## src/hw/rtl/fbit_pkg.sv

```systemverilog
package fbit_pkg;

    // field widths
    localparam int unsigned DUR_W  = 31;
    localparam int unsigned TIME_W = 32;
    localparam int unsigned MIN_W  = 16;
    localparam int unsigned SEC_W  = 6;
    localparam int unsigned TOT_W  = 22;   // whole seconds of a 31-bit ms value, rounded up
    localparam int unsigned CFG_IDX_W  = 4;
    localparam int unsigned CFG_DATA_W = 32;

    // default zero-hold before the phase flips
    localparam int unsigned HOLD_MS_DEF = 1000;

    // register reset values
    localparam logic [DUR_W-1:0] FOCUS_RST = 31'd1500000;
    localparam logic [DUR_W-1:0] BREAK_RST = 31'd300000;

    // register indexes
    localparam logic [CFG_IDX_W-1:0] CFG_FOCUS = 4'd0;
    localparam logic [CFG_IDX_W-1:0] CFG_BREAK = 4'd1;

    // ms to seconds, rounded up: (x + 999) / 1000 by reciprocal
    localparam logic [TIME_W-1:0] ROUND_UP_MS    = 32'd999;
    localparam logic [28:0]       DIV1000_MAGIC  = 29'd274877907;
    localparam int unsigned       DIV1000_SHIFT  = 38;
    localparam int unsigned       PROD1_W        = TIME_W + 29;

    // seconds to minutes by reciprocal
    localparam logic [31:0]       DIV60_MAGIC    = 32'd2290649225;
    localparam int unsigned       DIV60_SHIFT    = 37;
    localparam int unsigned       PROD2_W        = TOT_W + 32;
    localparam logic [TOT_W-1:0]  SECS_PER_MIN   = 22'd60;

    typedef enum logic [2:0] {
        REQ_BEGIN   = 3'd0,
        REQ_TICK    = 3'd1,
        REQ_PAUSE   = 3'd2,
        REQ_RESET   = 3'd3,
        REQ_SKIP    = 3'd4,
        REQ_FRZ_ON  = 3'd5,
        REQ_FRZ_OFF = 3'd6
    } t_req;

    typedef struct packed {
        logic [2:0]        req_type;
        logic [TIME_W-1:0] now_ms;
        logic              compensate;
    } t_in_item;

    typedef struct packed {
        logic [DUR_W-1:0] remaining_ms;
        logic [MIN_W-1:0] minutes;
        logic [SEC_W-1:0] seconds;
        logic             phase;
        logic             paused;
        logic             frozen;
        logic             phase_ended;
    } t_out_item;

    // timer state after one item, handed to the formatter
    typedef struct packed {
        logic [DUR_W-1:0] remaining;
        logic             phase;
        logic             paused;
        logic             frozen;
        logic             ended;
    } t_snap;

endpackage

```

## src/hw/rtl/focus_break_interval_timer_unit.sv

```systemverilog
// channel   | direction | handshake                  | payload
// ----------+-----------+----------------------------+------------------------------
// in        | input     | i_in_valid / o_in_ready    | i_in_item  (t_in_item)
// out       | output    | o_out_valid / i_out_ready  | o_out_item (t_out_item)
// cfg       | input     | i_cfg_valid / o_cfg_ready  | i_cfg_index, i_cfg_data
//
// one item per cycle sustained while the output is not stalled
// a result passes the timer state register, then a register after each of the ms-to-seconds
//   and seconds-to-minutes reciprocal multiplies, then the output register
// synchronous active-low reset: timer paused at zero, durations at 25 and 5 minutes
// a stalled output backs up stage by stage; o_in_ready drops only when all four are full
// config writes are always taken
module focus_break_interval_timer_unit #(
    parameter int unsigned HOLD_MS = fbit_pkg::HOLD_MS_DEF
) (
    input  logic                               i_clk,
    input  logic                               i_rst_n,
    input  logic                               i_cfg_valid,
    input  logic [fbit_pkg::CFG_IDX_W-1:0]     i_cfg_index,
    input  logic [fbit_pkg::CFG_DATA_W-1:0]    i_cfg_data,
    output logic                               o_cfg_ready,
    input  logic                               i_in_valid,
    input  fbit_pkg::t_in_item                 i_in_item,
    output logic                               o_in_ready,
    output logic                               o_out_valid,
    output fbit_pkg::t_out_item                o_out_item,
    input  logic                               i_out_ready
);

    // timer state to formatter
    logic            snap_valid;
    logic            snap_ready;
    fbit_pkg::t_snap snap;

    // event decode and timer state, also the first pipeline stage
    fbit_core #(
        .HOLD_MS (HOLD_MS)
    ) u_core (
        .i_clk        (i_clk),
        .i_rst_n      (i_rst_n),
        .i_cfg_valid  (i_cfg_valid),
        .i_cfg_index  (i_cfg_index),
        .i_cfg_data   (i_cfg_data),
        .o_cfg_ready  (o_cfg_ready),
        .i_in_valid   (i_in_valid),
        .i_in_item    (i_in_item),
        .o_in_ready   (o_in_ready),
        .o_snap_valid (snap_valid),
        .o_snap       (snap),
        .i_snap_ready (snap_ready)
    );

    // minutes / seconds split, three stages with the output register last
    fbit_fmt u_fmt (
        .i_clk        (i_clk),
        .i_rst_n      (i_rst_n),
        .i_snap_valid (snap_valid),
        .i_snap       (snap),
        .o_snap_ready (snap_ready),
        .o_out_valid  (o_out_valid),
        .o_out_item   (o_out_item),
        .i_out_ready  (i_out_ready)
    );

    // display reads zero exactly when no time is left
    a_zero_display: assert property (@(posedge i_clk) disable iff (!i_rst_n)
        o_out_valid |->
            ((o_out_item.minutes == '0 && o_out_item.seconds == '0) ==
             (o_out_item.remaining_ms == '0)))
        else $error("display and remaining time disagree");

    // seconds field stays within a minute
    a_sec_range: assert property (@(posedge i_clk) disable iff (!i_rst_n)
        o_out_valid |-> (o_out_item.seconds < 6'd60))
        else $error("seconds out of range");

    // the zero-hold always shows zero remaining
    a_hold_zero: assert property (@(posedge i_clk) disable iff (!i_rst_n)
        (o_out_valid && o_out_item.phase_ended) |-> (o_out_item.remaining_ms == '0))
        else $error("remaining time nonzero during hold");

    // nothing comes out in the cycle after reset
    a_rst_empty: assert property (@(posedge i_clk)
        !i_rst_n |=> !o_out_valid)
        else $error("result present right after reset");

endmodule

```

## src/hw/rtl/fbit_core.sv

```systemverilog
module fbit_core #(
    parameter int unsigned HOLD_MS = fbit_pkg::HOLD_MS_DEF
) (
    input  logic                               i_clk,
    input  logic                               i_rst_n,
    input  logic                               i_cfg_valid,
    input  logic [fbit_pkg::CFG_IDX_W-1:0]     i_cfg_index,
    input  logic [fbit_pkg::CFG_DATA_W-1:0]    i_cfg_data,
    output logic                               o_cfg_ready,
    input  logic                               i_in_valid,
    input  fbit_pkg::t_in_item                 i_in_item,
    output logic                               o_in_ready,
    output logic                               o_snap_valid,
    output fbit_pkg::t_snap                    o_snap,
    input  logic                               i_snap_ready
);

    localparam int unsigned DW = fbit_pkg::DUR_W;
    localparam int unsigned TW = fbit_pkg::TIME_W;
    localparam logic [TW-1:0] HOLD = TW'(HOLD_MS);

    logic [DW-1:0] r_focus, r_break;
    logic [TW-1:0] r_start, n_start;
    logic [DW-1:0] r_rem, n_rem;
    logic          r_phase, n_phase;
    logic          r_paused, n_paused;
    logic [TW-1:0] r_end, n_end;
    logic          r_ended, n_ended;
    logic [TW-1:0] r_pmark, n_pmark;
    logic          r_frz, n_frz;
    logic          r_refund, n_refund;
    logic [TW-1:0] r_fmark, n_fmark;
    logic          r_v1;

    logic          acc;
    logic [TW-1:0] now;
    logic [TW-1:0] elapsed, d_pause, d_frz;
    logic [DW-1:0] cur_len, alt_len;
    logic          run_done, hold_gone;

    assign o_cfg_ready = 1'b1;
    assign o_in_ready  = !r_v1 || i_snap_ready;
    assign acc         = i_in_valid && o_in_ready;
    assign now         = i_in_item.now_ms;

    always_comb begin
        n_start  = r_start;
        n_rem    = r_rem;
        n_phase  = r_phase;
        n_paused = r_paused;
        n_end    = r_end;
        n_ended  = r_ended;
        n_pmark  = r_pmark;
        n_frz    = r_frz;
        n_refund = r_refund;
        n_fmark  = r_fmark;

        cur_len   = r_phase ? r_break : r_focus;
        alt_len   = r_phase ? r_focus : r_break;
        elapsed   = now - r_start;
        run_done  = elapsed >= {1'b0, cur_len};
        hold_gone = (now - r_end) >= HOLD;
        d_pause   = now - r_pmark;
        d_frz     = now - r_fmark;

        unique case (fbit_pkg::t_req'(i_in_item.req_type))
            fbit_pkg::REQ_BEGIN: begin
                n_start  = now;
                n_rem    = r_focus;
                n_phase  = 1'b0;
                n_paused = 1'b0;
                n_end    = '0;
                n_ended  = 1'b0;
                n_pmark  = '0;
                n_frz    = 1'b0;
                n_refund = 1'b0;
                n_fmark  = '0;
            end
            fbit_pkg::REQ_TICK: begin
                if (!r_paused && !r_frz) begin
                    if (r_ended) begin
                        if (hold_gone) begin
                            // elapsed is zero in the new phase
                            n_phase = !r_phase;
                            n_start = now;
                            n_rem   = alt_len;
                            n_ended = 1'b0;
                        end
                    end else if (run_done) begin
                        n_rem   = '0;
                        n_end   = now;
                        n_ended = 1'b1;
                    end else begin
                        n_rem = DW'({1'b0, cur_len} - elapsed);
                    end
                end
            end
            fbit_pkg::REQ_PAUSE: begin
                if (!r_paused) begin
                    n_pmark  = now;
                    n_paused = 1'b1;
                end else begin
                    n_start  = r_start + d_pause;
                    if (r_ended) begin
                        n_end = r_end + d_pause;
                    end
                    n_paused = 1'b0;
                end
            end
            fbit_pkg::REQ_RESET: begin
                n_start = now;
                n_rem   = cur_len;
                n_ended = 1'b0;
                n_end   = '0;
                if (r_paused) begin
                    n_pmark = now;
                end
            end
            fbit_pkg::REQ_SKIP: begin
                n_phase = !r_phase;
                n_start = now;
                n_rem   = alt_len;
                n_ended = 1'b0;
                n_end   = '0;
                if (r_paused) begin
                    n_pmark = now;
                end
            end
            fbit_pkg::REQ_FRZ_ON: begin
                if (!r_frz) begin
                    n_frz    = 1'b1;
                    n_fmark  = now;
                    n_refund = !r_paused;
                end
            end
            fbit_pkg::REQ_FRZ_OFF: begin
                if (r_frz) begin
                    if (i_in_item.compensate && r_refund) begin
                        n_start = r_start + d_frz;
                        if (r_ended) begin
                            n_end = r_end + d_frz;
                        end
                    end
                    n_frz    = 1'b0;
                    n_fmark  = '0;
                    n_refund = 1'b0;
                end
            end
            default: begin
            end
        endcase
    end

    always_ff @(posedge i_clk) begin
        if (!i_rst_n) begin
            r_focus  <= fbit_pkg::FOCUS_RST;
            r_break  <= fbit_pkg::BREAK_RST;
            r_start  <= '0;
            r_rem    <= '0;
            r_phase  <= 1'b0;
            r_paused <= 1'b1;
            r_end    <= '0;
            r_ended  <= 1'b0;
            r_pmark  <= '0;
            r_frz    <= 1'b0;
            r_refund <= 1'b0;
            r_fmark  <= '0;
            r_v1     <= 1'b0;
        end else begin
            if (i_cfg_valid) begin
                unique case (i_cfg_index)
                    fbit_pkg::CFG_FOCUS: r_focus <= i_cfg_data[DW-1:0];
                    fbit_pkg::CFG_BREAK: r_break <= i_cfg_data[DW-1:0];
                    default: begin
                    end
                endcase
            end
            if (acc) begin
                r_start  <= n_start;
                r_rem    <= n_rem;
                r_phase  <= n_phase;
                r_paused <= n_paused;
                r_end    <= n_end;
                r_ended  <= n_ended;
                r_pmark  <= n_pmark;
                r_frz    <= n_frz;
                r_refund <= n_refund;
                r_fmark  <= n_fmark;
                r_v1     <= 1'b1;
            end else if (i_snap_ready) begin
                r_v1 <= 1'b0;
            end
        end
    end

    // the state registers double as the first stage: they only move when it drains
    assign o_snap_valid     = r_v1;
    assign o_snap.remaining = r_rem;
    assign o_snap.phase     = r_phase;
    assign o_snap.paused    = r_paused;
    assign o_snap.frozen    = r_frz;
    assign o_snap.ended     = r_ended;

endmodule

```

## src/hw/rtl/fbit_fmt.sv

```systemverilog
module fbit_fmt (
    input  logic                i_clk,
    input  logic                i_rst_n,
    input  logic                i_snap_valid,
    input  fbit_pkg::t_snap     i_snap,
    output logic                o_snap_ready,
    output logic                o_out_valid,
    output fbit_pkg::t_out_item o_out_item,
    input  logic                i_out_ready
);

    localparam int unsigned TOT_W = fbit_pkg::TOT_W;
    localparam int unsigned MIN_W = fbit_pkg::MIN_W;
    localparam int unsigned SEC_W = fbit_pkg::SEC_W;
    localparam int unsigned P1_W  = fbit_pkg::PROD1_W;
    localparam int unsigned P2_W  = fbit_pkg::PROD2_W;

    logic                r_v2, r_v3, r_v4;
    logic                rdy2, rdy3, rdy4;
    fbit_pkg::t_snap     r_snap2, r_snap3;
    logic [TOT_W-1:0]    r_tot2, r_tot3;
    logic [MIN_W-1:0]    r_min3;
    fbit_pkg::t_out_item r_out;

    logic [fbit_pkg::TIME_W-1:0] ms_up;
    logic [P1_W-1:0]             prod1;
    logic [P2_W-1:0]             prod2;
    logic [TOT_W-1:0]            sec_full;

    assign rdy4         = !r_v4 || i_out_ready;
    assign rdy3         = !r_v3 || rdy4;
    assign rdy2         = !r_v2 || rdy3;
    assign o_snap_ready = rdy2;

    // ceil to whole seconds
    assign ms_up = {1'b0, i_snap.remaining} + fbit_pkg::ROUND_UP_MS;
    assign prod1 = P1_W'(ms_up) * P1_W'(fbit_pkg::DIV1000_MAGIC);
    // split into minutes
    assign prod2 = P2_W'(r_tot2) * P2_W'(fbit_pkg::DIV60_MAGIC);
    assign sec_full = r_tot3 - TOT_W'(r_min3) * fbit_pkg::SECS_PER_MIN;

    always_ff @(posedge i_clk) begin
        if (!i_rst_n) begin
            r_v2 <= 1'b0;
            r_v3 <= 1'b0;
            r_v4 <= 1'b0;
        end else begin
            if (rdy2) r_v2 <= i_snap_valid;
            if (rdy3) r_v3 <= r_v2;
            if (rdy4) r_v4 <= r_v3;
        end
    end

    always_ff @(posedge i_clk) begin
        if (rdy2 && i_snap_valid) begin
            r_snap2 <= i_snap;
            r_tot2  <= prod1[fbit_pkg::DIV1000_SHIFT +: TOT_W];
        end
        if (rdy3 && r_v2) begin
            r_snap3 <= r_snap2;
            r_tot3  <= r_tot2;
            r_min3  <= prod2[fbit_pkg::DIV60_SHIFT +: MIN_W];
        end
        if (rdy4 && r_v3) begin
            r_out.remaining_ms <= r_snap3.remaining;
            r_out.minutes      <= r_min3;
            r_out.seconds      <= sec_full[SEC_W-1:0];
            r_out.phase        <= r_snap3.phase;
            r_out.paused       <= r_snap3.paused;
            r_out.frozen       <= r_snap3.frozen;
            r_out.phase_ended  <= r_snap3.ended;
        end
    end

    assign o_out_valid = r_v4;
    assign o_out_item  = r_out;

endmodule

```

## config.mk

```make
export PLATFORM = sky130hd
export DESIGN_NAME = focus_break_interval_timer_unit
export DESIGN_NICKNAME = d
export VERILOG_FILES = /design/src/hw/rtl/fbit_pkg.sv /design/src/hw/rtl/focus_break_interval_timer_unit.sv /design/src/hw/rtl/fbit_core.sv /design/src/hw/rtl/fbit_fmt.sv
export SDC_FILE = /design/constraint.sdc
export NUM_CORES = 2
export LEC_CHECK = 0
export ABC_AREA = 1
export BUFFER_PORTS_ARGS = -buffer_cell sky130_fd_sc_hd__clkbuf_2
export CAP_MARGIN = 30
export CORE_MARGIN = 5
export CORE_UTILIZATION = 40
export DETAILED_ROUTE_END_ITERATION = 12
export GPL_TIMING_DRIVEN = 0
export PLACE_DENSITY = 0.58
export SYNTH_ARGS = -nofsm -noshare
export SYNTH_HDL_FRONTEND = slang
export SYNTH_SLANG_ARGS = --single-unit
```

## constraint.sdc

```tcl
create_clock -name i_clk -period 19.05 [get_ports i_clk]
set_input_delay 5.715 -clock i_clk [delete_from_list [all_inputs] [get_ports i_clk]]
set_output_delay 5.715 -clock i_clk [all_outputs]
set_load 0.05 [all_outputs]
```

### Word level (Yosys, flattened, before mapping)

Index checks and enable logic that the tools add are counted.

| word-level totals | value |
|---|---|
| flip-flop bits (word level) | 401 |
| input bits | 77 |
| output and inout bits | 60 |

| cells by class | value |
|---|---|
| add/subtract/negate cells | 11 |
| multiply operators | 3 |
| $lt $le $gt $ge | 2 |
| equal/unequal tests | 21 |
| mux-type cells | 46 |
| reductions and logical operators | 42 |

Operators by type and width:

| kind | number |
|---|---|
| 32-bit two-way mux | 18 |
| 32-bit one-hot mux with 4 select lines | 2 |
| 32-bit one-hot mux with 3 select lines | 2 |
| 31-bit two-way mux | 6 |
| 32-bit adder | 4 |
| 32-bit subtractor | 4 |
| 31-bit one-hot mux with 4 select lines | 1 |
| 32-bit by 29-bit multiplier with 60-bit output, second input constant | 1 |
| 22-bit by 32-bit multiplier with 53-bit output, second input constant | 1 |
| 31-bit by 10-bit adder with 32-bit output, second input constant | 1 |
| 32-bit by 10-bit greater-or-equal comparator with 1-bit output, second input constant | 1 |
| 32-bit by 31-bit greater-or-equal comparator with 1-bit output | 1 |
| 31-bit subtractor | 1 |
| 2-bit by 1-bit != test with 1-bit output, second input constant | 10 |
| 16-bit by 4-bit multiplier with 4-bit output, second input constant | 1 |
| 1-bit two-way mux | 12 |
| 4-bit AND reduction | 3 |
| 10-bit AND reduction | 1 |
| 3-bit == test, second input constant | 3 |
| 3-bit nonzero test | 3 |
| 2-bit AND reduction | 4 |
| 8-bit AND reduction | 1 |
| 2-bit nonzero test | 4 |
| 4-bit nonzero test | 2 |
| other kinds (17) | 38 |

### Depth between registers and ports, before layout

| logic depth | value |
|---|---|
| depth after elaboration | 7 |
| gate-level depth with buffers | 43 |

### Cells and area by module

A second synthesis with hierarchy kept.

| unflattened totals | value |
|---|---|
| cells, all modules | 7178 |
| area total of the unflattened synthesis | 51677.1 µm² |

By module, submodules not included:

| module | times used | cells an instance | area each (µm²) |
|---|---|---|---|
| fbit_fmt | 1 | 3441 | 28962.8 |
| fbit_core | 1 | 3737 | 22714.3 |

### Least setup slack after synthesis

No wires, ideal clock.

| path | value |
|---|---|
| path type | input to output |
| start point | input port i_out_ready |
| end point | output port o_in_ready |
| arrival | 6.550 ns |
| required time | 13.335 ns |
| slack | 6.785 ns |
| stages | 8 |
| cells stage by stage | nor2_1 inv_2 nor2_1 inv_1 nor2_1 inv_2 nor2_1 inv_1 |

| on the way | value |
|---|---|
| longest elaborated chain between the ends | 4 |

Ends and longest elaborated chain:

| what | RTL line | RTL |
|---|---|---|
| start, declared | focus_break_interval_timer_unit.sv:27 | `input logic i_out_ready` |
| 1-bit logical OR | fbit_fmt.sv:30 | `assign rdy4 = !r_v4 \|\| i_out_ready;` |
| 1-bit logical OR | fbit_fmt.sv:31 | `assign rdy3 = !r_v3 \|\| rdy4;` |
| 1-bit logical OR | fbit_fmt.sv:32 | `assign rdy2 = !r_v2 \|\| rdy3;` |
| 1-bit logical OR | fbit_core.sv:42 | `assign o_in_ready = !r_v1 \|\| i_snap_ready;` |
| end, declared | focus_break_interval_timer_unit.sv:24 | `output logic o_in_ready,` |

Every way passes these cells.

### Worst setup path after layout

Ends and elaborated chain as after synthesis.

==> results.cfg <==
[clock_tree]
cts_tree = built
post_cts_resized = 0
post_cts_buffers = 0
ctsHoldBuffers = 0
cts_sinks = 401
clock_path_buffers = 3
cts_buffers = 48
cts.root.buffer_cell = clkbuf_16
h-tree-depth = 2
clk_pin_slew_ps = 90
clock_latency_ps = 650

[run]
drv_cap = 0

[setup_path]
path_max_fanout = 3
r2r_start = u_core.r_rem[0]$_SDFFE_PN0P_
r2r_slack_ps = 8770
regToRegEndpoint = u_fmt.r_tot2[16]$_DFFE_PP_
crit_slowest_cell = nor2_1
cp_slowest_stage_delay_ps = 240
critPathKind = in -> out
end_kind = output port
cp_cell_sequence = clkbuf_2 -> nor2_1 -> inv_2 -> nor2_1 -> inv_1 -> nor2_1 -> inv_2 -> nor2_1 -> inv_1 -> clkbuf_2
crit_required_ps = 13330
crit_top_cell = nor2_1
cp_top_family = simple AND/OR/NAND/NOR gates
cp-start-kind = input pin
critPathBufInv = 6
arrival_ps = 6910
reg2reg_depth = 35

[logic_synthesis]
ys_warn_count = 0
synth.most_common_cell = nand2_1
synth_fp_nets = 7537
ys_ff_latch = 401
synth_edf_count = 171
ys_top_cells_by_count = nand2_1, inv_1, ha_1, a21oi_1, nor2_1
synthArstFlopShare_pct = 0
synth-main-ff-cell = dfxtp_1
synth_area_leader_cell = ha_1
syn_area_mm2 = 0.0488
syn_inst = 6329
syn_avg_cell_area_um2 = 7.71
synthDistinctLibCells = 66
ys_seq_area_share_pct = 20.0
yosysTopAreaCellShare_pct = 19.6
synth_area_leaders = ha_1, fa_1, edfxtp_1

[timing]
worstMarginPinSlew_ps = 1100
fin_skew_ps = 44.9
period_minus_slack_ps = 12620
relSlewSlack_pct = 26.3
fin_hold_ws_ps = 390
post-route-period-util_pct = 66.3
finalHoldViolations = 0
max_freq_mhz = 79.2
slew_viol_final = 0
final.setup.tns_ps = 0
finalSetupViolations = 0
rsz0062_at_grt = no

[worst_hold_path]
min_from = u_fmt.r_snap2[5]$_DFFE_PP_
min_path_cells = 0
min_to = u_fmt.r_snap3[5]$_DFFE_PP_
hp-class = reg -> reg

[cells_and_area]
multiInputGateArea_mm2 = 0.0343
fillers = 12511
syn2layout_area_growth_pct = 9.69
layout-drive-gt1-share_pct = 5.34
nets = 7738
seq_area_mm2 = 0.00974
final_core_util_pct = 44.1

[drt]
drtPass1Iterations = 8
drc = 0
ant_nets = 0
drtIter0Drc = 3826
wl_um = 170000
wl_per_cell_um = 20.7
dr_total_vias = 43862
viasPerCell = 5.35

[status]
outcome = completed

[global_routing]
track_usage_pct = 25.5
grt_pass1_vias = 43110
grt_use_met2_pct = 39.5
grt_max_degree = 55
grt_pass1_wl_um = 256000
grt-ovfl-total = 0
met1_usage_pct = 37.0
gr-usage-met3_pct = 3.59
busiest_layer = met2
antenna_found_initial = 6

[place]
hpwl_um = 142000
portBuffers = 132
routabilityCongestion = 0.967

[die]
coreArea_mm2 = 0.122
die_area_mm2 = 0.129
fp.dieH_um = 359
row_count = 128
start_util_pct = 40.2
fp.dieW_um = 359
ios = 137
## stage by stage
stage | cell area, um^2 | worst slack, ps | instances
final | 53500 | 6430 | 8196
after floorplan | 48800 | 6780 | 6329
after global routing | 53500 | 6300 | 8195
after global placement | 51500 | 6560 | 8086
after CTS | 53500 | 6420 | 8194
after detailed placement | 51900 | 6430 | 8104
## placed cells by master (no fill, tap or decap), types with 49 or more instances in the layout
cell type / synthesis / final
nand3_1: 278 / 278
dfxtp_1: 230 / 230
a21oi_1: 519 / 519
nand4_1: 49 / 49
inv_1: 1132 / 1130
edfxtp_1: 171 / 171
nand2_1: 1178 / 1178
fa_1: 366 / 366
clkbuf_2: 0 / 132
nor2_1: 510 / 508
ha_1: 765 / 765
clkbuf_16: 0 / 50
o21ai_0: 373 / 373
xnor2_1: 58 / 56
clkbuf_1: 89 / 91
xor2_1: 111 / 104
## worst max path at each step
stage | startpoint | end | cells after the start
floorplan | i_out_ready | o_in_ready | 8
global placement | i_out_ready | o_in_ready | 10
detailed placement | i_out_ready | o_in_ready | 10
CTS | i_out_ready | o_in_ready | 10
global route | i_out_ready | o_in_ready | 10
finish | i_out_ready | o_in_ready | 10
## flip-flops by register name, summed over array words and instances, names as in the netlist, 6 cells and up
| signal | count |
|---|---|
| u_fmt.r_tot3 | 6 |
| u_core.r_fmark | 32 |
| u_fmt.r_min3 | 16 |
| u_core.r_rem | 31 |
| u_core.r_end | 32 |
| u_core.r_pmark | 32 |
| u_core.r_break | 31 |
| u_core.r_focus | 31 |
| u_fmt.o_out_item | 57 |
| u_fmt.r_snap3 | 35 |
| u_fmt.r_tot2 | 22 |
| u_fmt.r_snap2 | 35 |
| u_core.r_start | 32 |
## layout make-up
type,instances,share of cell area (%)
multi-input combinational,4659,64.0
sequential,401,18.2
inverter,1148,8.06
tap,1625,3.80
clock buffer,54,2.39
timing repair buffer,151,1.79
buffer,121,1.03
clock inverter,36,0.703
antenna,1,0.00467
## kinds of logic (layout without fill, tap and decap cells)
kind of cell	after synthesis	after routing	synth area share [%]
AOI/OAI and AO/OA	1155	1155	13.2
muxes	30	30	0.615
other	1	2	0.00768
buffers and inverters	1269	1510	9.96
adders and majority gates	1131	1131	34.6
DFF	401	401	20.0
and+or+nand+nor	2173	2173	18.6
xor gates and xnor gates	169	169	3.03
## metal layers
layer	vias to the layer above	wire, um
met5	-	22
met4	4	5700
met3	228	12500
met2	1488	72700
met1	20985	79000
li1	21157	-
Power is left out: the tool's default activity adds up to more than one toggle a clock period on the data nets, which glitch-free logic cannot reach.
